[config.mk]
export PLATFORM = sky130hd
export DESIGN_NAME = sam_ram
export DESIGN_NICKNAME = d
export VERILOG_FILES = /design/src/sam_ram.sv
export SDC_FILE = /design/constraint.sdc
export NUM_CORES = 2
export LEC_CHECK = 0
export BUFFER_PORTS_ARGS = -buffer_cell sky130_fd_sc_hd__buf_2
export CORE_MARGIN = 1
export CORE_UTILIZATION = 50
export CTS_CLUSTER_DIAMETER = 60
export DETAILED_ROUTE_END_ITERATION = 6
export PLACE_DENSITY = 0.67
export SYNTH_ARGS = -nofsm -noshare
export SYNTH_HDL_FRONTEND = slang
export SYNTH_SLANG_ARGS = --single-unit
[constraint.sdc]
create_clock -name clk_i -period 3.3 [get_ports clk_i]
set_clock_uncertainty 0.2 [all_clocks]
set_input_delay 0.165 -clock clk_i [delete_from_list [all_inputs] [get_ports clk_i]]
set_output_delay 0.165 -clock clk_i [all_outputs]
set_load 0.02 [all_outputs]
[src/sam_ram.sv]
// Generic single-port-write, single-read RAM with registered read.
module sam_ram #(
  parameter int unsigned Width = 32,
  parameter int unsigned Depth = 64
) (
  input  logic                     clk_i,
  input  logic                     we_i,
  input  logic [$clog2(Depth)-1:0] waddr_i,
  input  logic [Width-1:0]         wdata_i,
  input  logic [$clog2(Depth)-1:0] raddr_i,
  output logic [Width-1:0]         rdata_o
);
  logic [Width-1:0] mem_q [Depth];

  always_ff @(posedge clk_i) begin
    if (we_i) begin
      mem_q[waddr_i] <= wdata_i;
    end
    rdata_o <= mem_q[raddr_i];
  end
endmodule

# Word level (Yosys, flattened, before mapping)
# Memory sizes are Yosys's and may differ from the RTL's. A register that Yosys moved wholly into a read port is not among the register bits.
# Index checks and enable logic that the tools add are counted.
totals:
  ff_bits: 0
  ram_bits: 2048
  input_bits: 46
  out_inout_bits: 32
  elab_cells: 3
  mem_count: 1
mem_list:
  columns: ["memory", "depth", "width", "rd", "rd_ports_with_merged_regs", "write_ports", "line", "source"]
  rows:
  - ["mem_q", 64, 32, 1, 1, 1, "13", "logic [Width-1:0] mem_q [Depth];"]
classes:
  mux: 2
op_table:
  columns: ["op", "n"]
  rows:
  - ["$mux W1", 2]

# Depth between registers and ports, before layout
depth:
  ltp_word: 2
  ltp_mapped: 10
  depth_no_buf: 5

# Worst setup path before layout
# No wires, ideal clock.
synth_timing:
  kind: "input to register"
  start: "in waddr_i[3]"
  end: "mem mem_q[48][0], enable pin"
  setup_ns: 0.461
  arrival_ns: 2.864
  required_time_ns: 2.639
  path_slack_ns: -0.225
  path_stages: 4
  n_path_buf: 1
  path_cell_list: "clkbuf_1 -> nor2b_1 -> nand4b_1 -> nor3_1"
synth_rtl:
  columns: ["item", "line", "source"]
  rows:
  - ["from (decl)", "8", "input logic [$clog2(Depth)-1:0] waddr_i,"]
  - ["to (decl)", "13", null]
# No word-level cell before the write port.

==> results.sh <==
export IMPL_wl_per_cell_um=33.43
export IMPL_cts_tree="done"
export IMPL_vdd_ir_drop_max_v=0.0004830
export IMPL_holdBufCountCts=42
export IMPL_synth_seq_area_share_pct=79.14
export IMPL_gr_usage_met3_pct=4.815
export IMPL_ys_ff_latch=2080
export IMPL_path_clk_slew_ns=0.06
export IMPL_gr_max_usage_layer="met2"
export IMPL_buffer_ports_inserted=77
export IMPL_drv_slew=0
export IMPL_start_kind="input port"
export IMPL_dr_pass1_iters=5
export IMPL_start_util_pct=50.32
export IMPL_ys_types=34
export IMPL_root_buffer="clkbuf_16"
export IMPL_num_nets_final=3709
export IMPL_critical_path_class="input port to flop"
export IMPL_nFillCells=10940
export IMPL_startpoint="raddr_i[5]"
export IMPL_r2r_start="mem_q[15][22]"
export IMPL_cp_max_fo=15
export IMPL_place_hpwl_um=105200
export IMPL_fin_tns_setup_ns=0
export IMPL_vias=37510
export IMPL_whs_ns=0.07892
export IMPL_crit_required_ns=3.81
export IMPL_drt_iter0_markers=4775
export IMPL_tightest_slew_ns=1.246
export IMPL_clk_path_buf_depth=3
export IMPL_synthesis_area_um2=78520
export IMPL_drv_cap=0
export IMPL_fmax_mhz=372.4
export IMPL_worstPathArrival_ns=3.20
export IMPL_area_growth_syn_to_layout_pct=15.36
export IMPL_hp_class="input port to flop"
export IMPL_syn_inst=3324
export IMPL_setup_worst_path_end="rdata_o[2]"
export IMPL_gr_total_overflow=0
export IMPL_syn_avg_cell_area_um2=23.62
export IMPL_htreeDepth=4
export IMPL_status="completed"
export IMPL_r2r_cells=4
export IMPL_fin_total_pwr_uw=54860
export IMPL_min_period_over_period_pct=81.38
export IMPL_leakagePower_uw=0.02830
export IMPL_grt_use_total_pct=25.25
export IMPL_die_y_um=398.3
export IMPL_ys_warnings_count=0
export IMPL_routed_via_density=6.365
export IMPL_synthTopCellsByArea="edfxtp_1 (78%), mux4_2 (16%), mux2i_1 (1.2%), dfxtp_1 (0.82%), o22ai_1 (0.67%)"
export IMPL_grt_pass1_vias=37640
export IMPL_grt_antenna_before_repair=11
export IMPL_ioPinCount=78
export IMPL_final_area_um2=90570
export IMPL_numCtsBuffers=201
export IMPL_syn_nets=3370
export IMPL_clock_latency_ns=0.84
export IMPL_core_um2=156000
export IMPL_grt_max_degree=65
export IMPL_drc_errors=0
export IMPL_cts_setup_buffers=0
export IMPL_chipWidth_um=398.3
export IMPL_drive_above_1_share_pct=30.45
export IMPL_reg2reg_to="rdata_o[22]"
export IMPL_rrSetupSlack_ns=0.85
export IMPL_globalplace_congestion=0.7714
export IMPL_cp_end_kind="flop"
export IMPL_routed_wl_um=197000
export IMPL_post_dp_cell_area_um2=83620
export IMPL_cts_sinks=2080
export IMPL_ant_nets=0
export IMPL_met2_usage_pct=39.70
export IMPL_yosys_area_top_type_share_pct=78.33
export IMPL_rsz0062_at_grt="false"
export IMPL_min_period_ns=2.685
export IMPL_power_density_nw_per_um2=605.7
export IMPL_met1_usage_pct=36.63
export IMPL_rows=145
export IMPL_slew_headroom_pct=16.93
export IMPL_grt_pass1_wl_um=279600
export IMPL_setup_violations=0
export IMPL_yosysTopAreaCell="edfxtp_1"
export IMPL_post_cts_resized=0
export IMPL_hold_viol_final=0
export IMPL_dieArea_um2=158600
layer usage:
metal | wire (um) | vias to the layer above
li1 | - | 14970
met1 | 79490 | 20340
met2 | 94480 | 1907
met3 | 18110 | 278
met4 | 4842 | 10
met5 | 68 | -
worst min path at each step:
| stage | start | to | slack, ns | cells after the start |
|---|---|---|---|---|
| detailed placement | rdata_o[31] | rdata_o[31] | 0.39 | 1 |
| CTS | waddr_i[4] | mem_q[47][4] | 0.01 | 4 |
| finish | waddr_i[4] | mem_q[47][20] | 0.08 | 4 |
| floorplan | wdata_i[0] | mem_q[0][0] | 0.06 | 0 |
| global route | waddr_i[4] | mem_q[47][4] | 0.07 | 4 |
| global placement | rdata_o[31] | rdata_o[31] | 0.38 | 1 |
layout by cell type (no fill, tap or decap), types with 3 or more instances in the layout:
master            n
a21oi_1          62
a22oi_1          12
a311oi_1          8
a41o_1            4
and3_1            4
buf_12           81
buf_2            73
buf_4           118
buf_8             3
bufinv_16        17
clkbuf_1         57
clkbuf_16       209
clkbuf_8          7
clkinv_1         37
clkinv_2         26
clkinv_4          6
clkinv_8          4
clkinvlp_4        6
dfxtp_1          32
diode_2           3
dlygate4sd3_1    42
edfxtp_1       2048
mux2i_1          93
mux4_2          544
nand2_1          26
nand2b_1          7
nand3_1           5
nand3b_1          5
nor2_1           75
nor2_4           62
nor2b_1          15
nor3_1            5
o221ai_1         27
o22ai_1          84
o32ai_1           4
or3_1             3
or3b_2            3
state kept, by name, indices dropped and copies added (netlist names):
signal	count
mem_q	2048
rdata_o	32
worst max-delay path, cell delays in order:
cell	delay, ns
dlygate4sd3_1	0.53
buf_2	0.64
nand3b_1	0.66
o221ai_1	0.37
a21oi_1	0.14
a21oi_1	0.45
buf_4	0.20
nor2_1	0.04
logic make-up (layout without fill, tap and decap cells):
| logic type | count (synthesis) | after routing | share of synthesized area [%] |
|---|---|---|---|
| mux | 637 | 637 | 16.79 |
| other cells | 0 | 3 | 0 |
| compound gates | 202 | 202 | 1.673 |
| simple gates | 223 | 223 | 1.265 |
| flops | 2080 | 2080 | 79.14 |
| buf+inv | 182 | 690 | 1.128 |
cell usage after synthesis (all sizes together):
library cell,n
edfxtp,2048
mux4,544
nor2,137
buf,108
mux2i,93
o22ai,84
clkbuf,74
a21oi,62
dfxtp,32
o221ai,27
nand2,26
nor2b,15
a22oi,12
a311oi,8
nand2b,8
nor3,7
nand3,5
nand3b,5
or3b,5
a41o,4
and3,4
o32ai,4
or2,3
or3,3
and2,2
nand4,2
a31oi,1
nand4b,1
power breakdown:
group          leakage [uW]  switching [uW]  internal [uW]
Sequential           0.0187             141          29300
Clock               0.00317            9620          13100
Combinational       0.00644            1670           1090
cell type report:
| class | count | area [um2] | area share, % |
|---|---|---|---|
| multi-input cells | 1062 | 15980 | 17.64 |
| well taps | 2058 | 2575 | 2.843 |
| diodes | 3 | 7.507 | 0.008289 |
| clock buffers | 273 | 5540 | 6.117 |
| clock inverters | 99 | 979.7 | 1.082 |
| repair buffers | 318 | 3349 | 3.698 |
| flip-flops and latches | 2080 | 62140 | 68.61 |
metrics by stage:
stage | worst slack (ns) | util (%) | cells
after CTS | 0.6693 | 58.04 | 5890
after global routing | 0.6330 | 58.04 | 5890
after detailed placement | 0.1090 | 53.60 | 5476
after floorplan | 0.2831 | - | 3324
after global placement | 0.1241 | 53.60 | 5476
final | 0.6146 | 58.05 | 5893
Note: power is estimated with default switching activity, not from simulation.
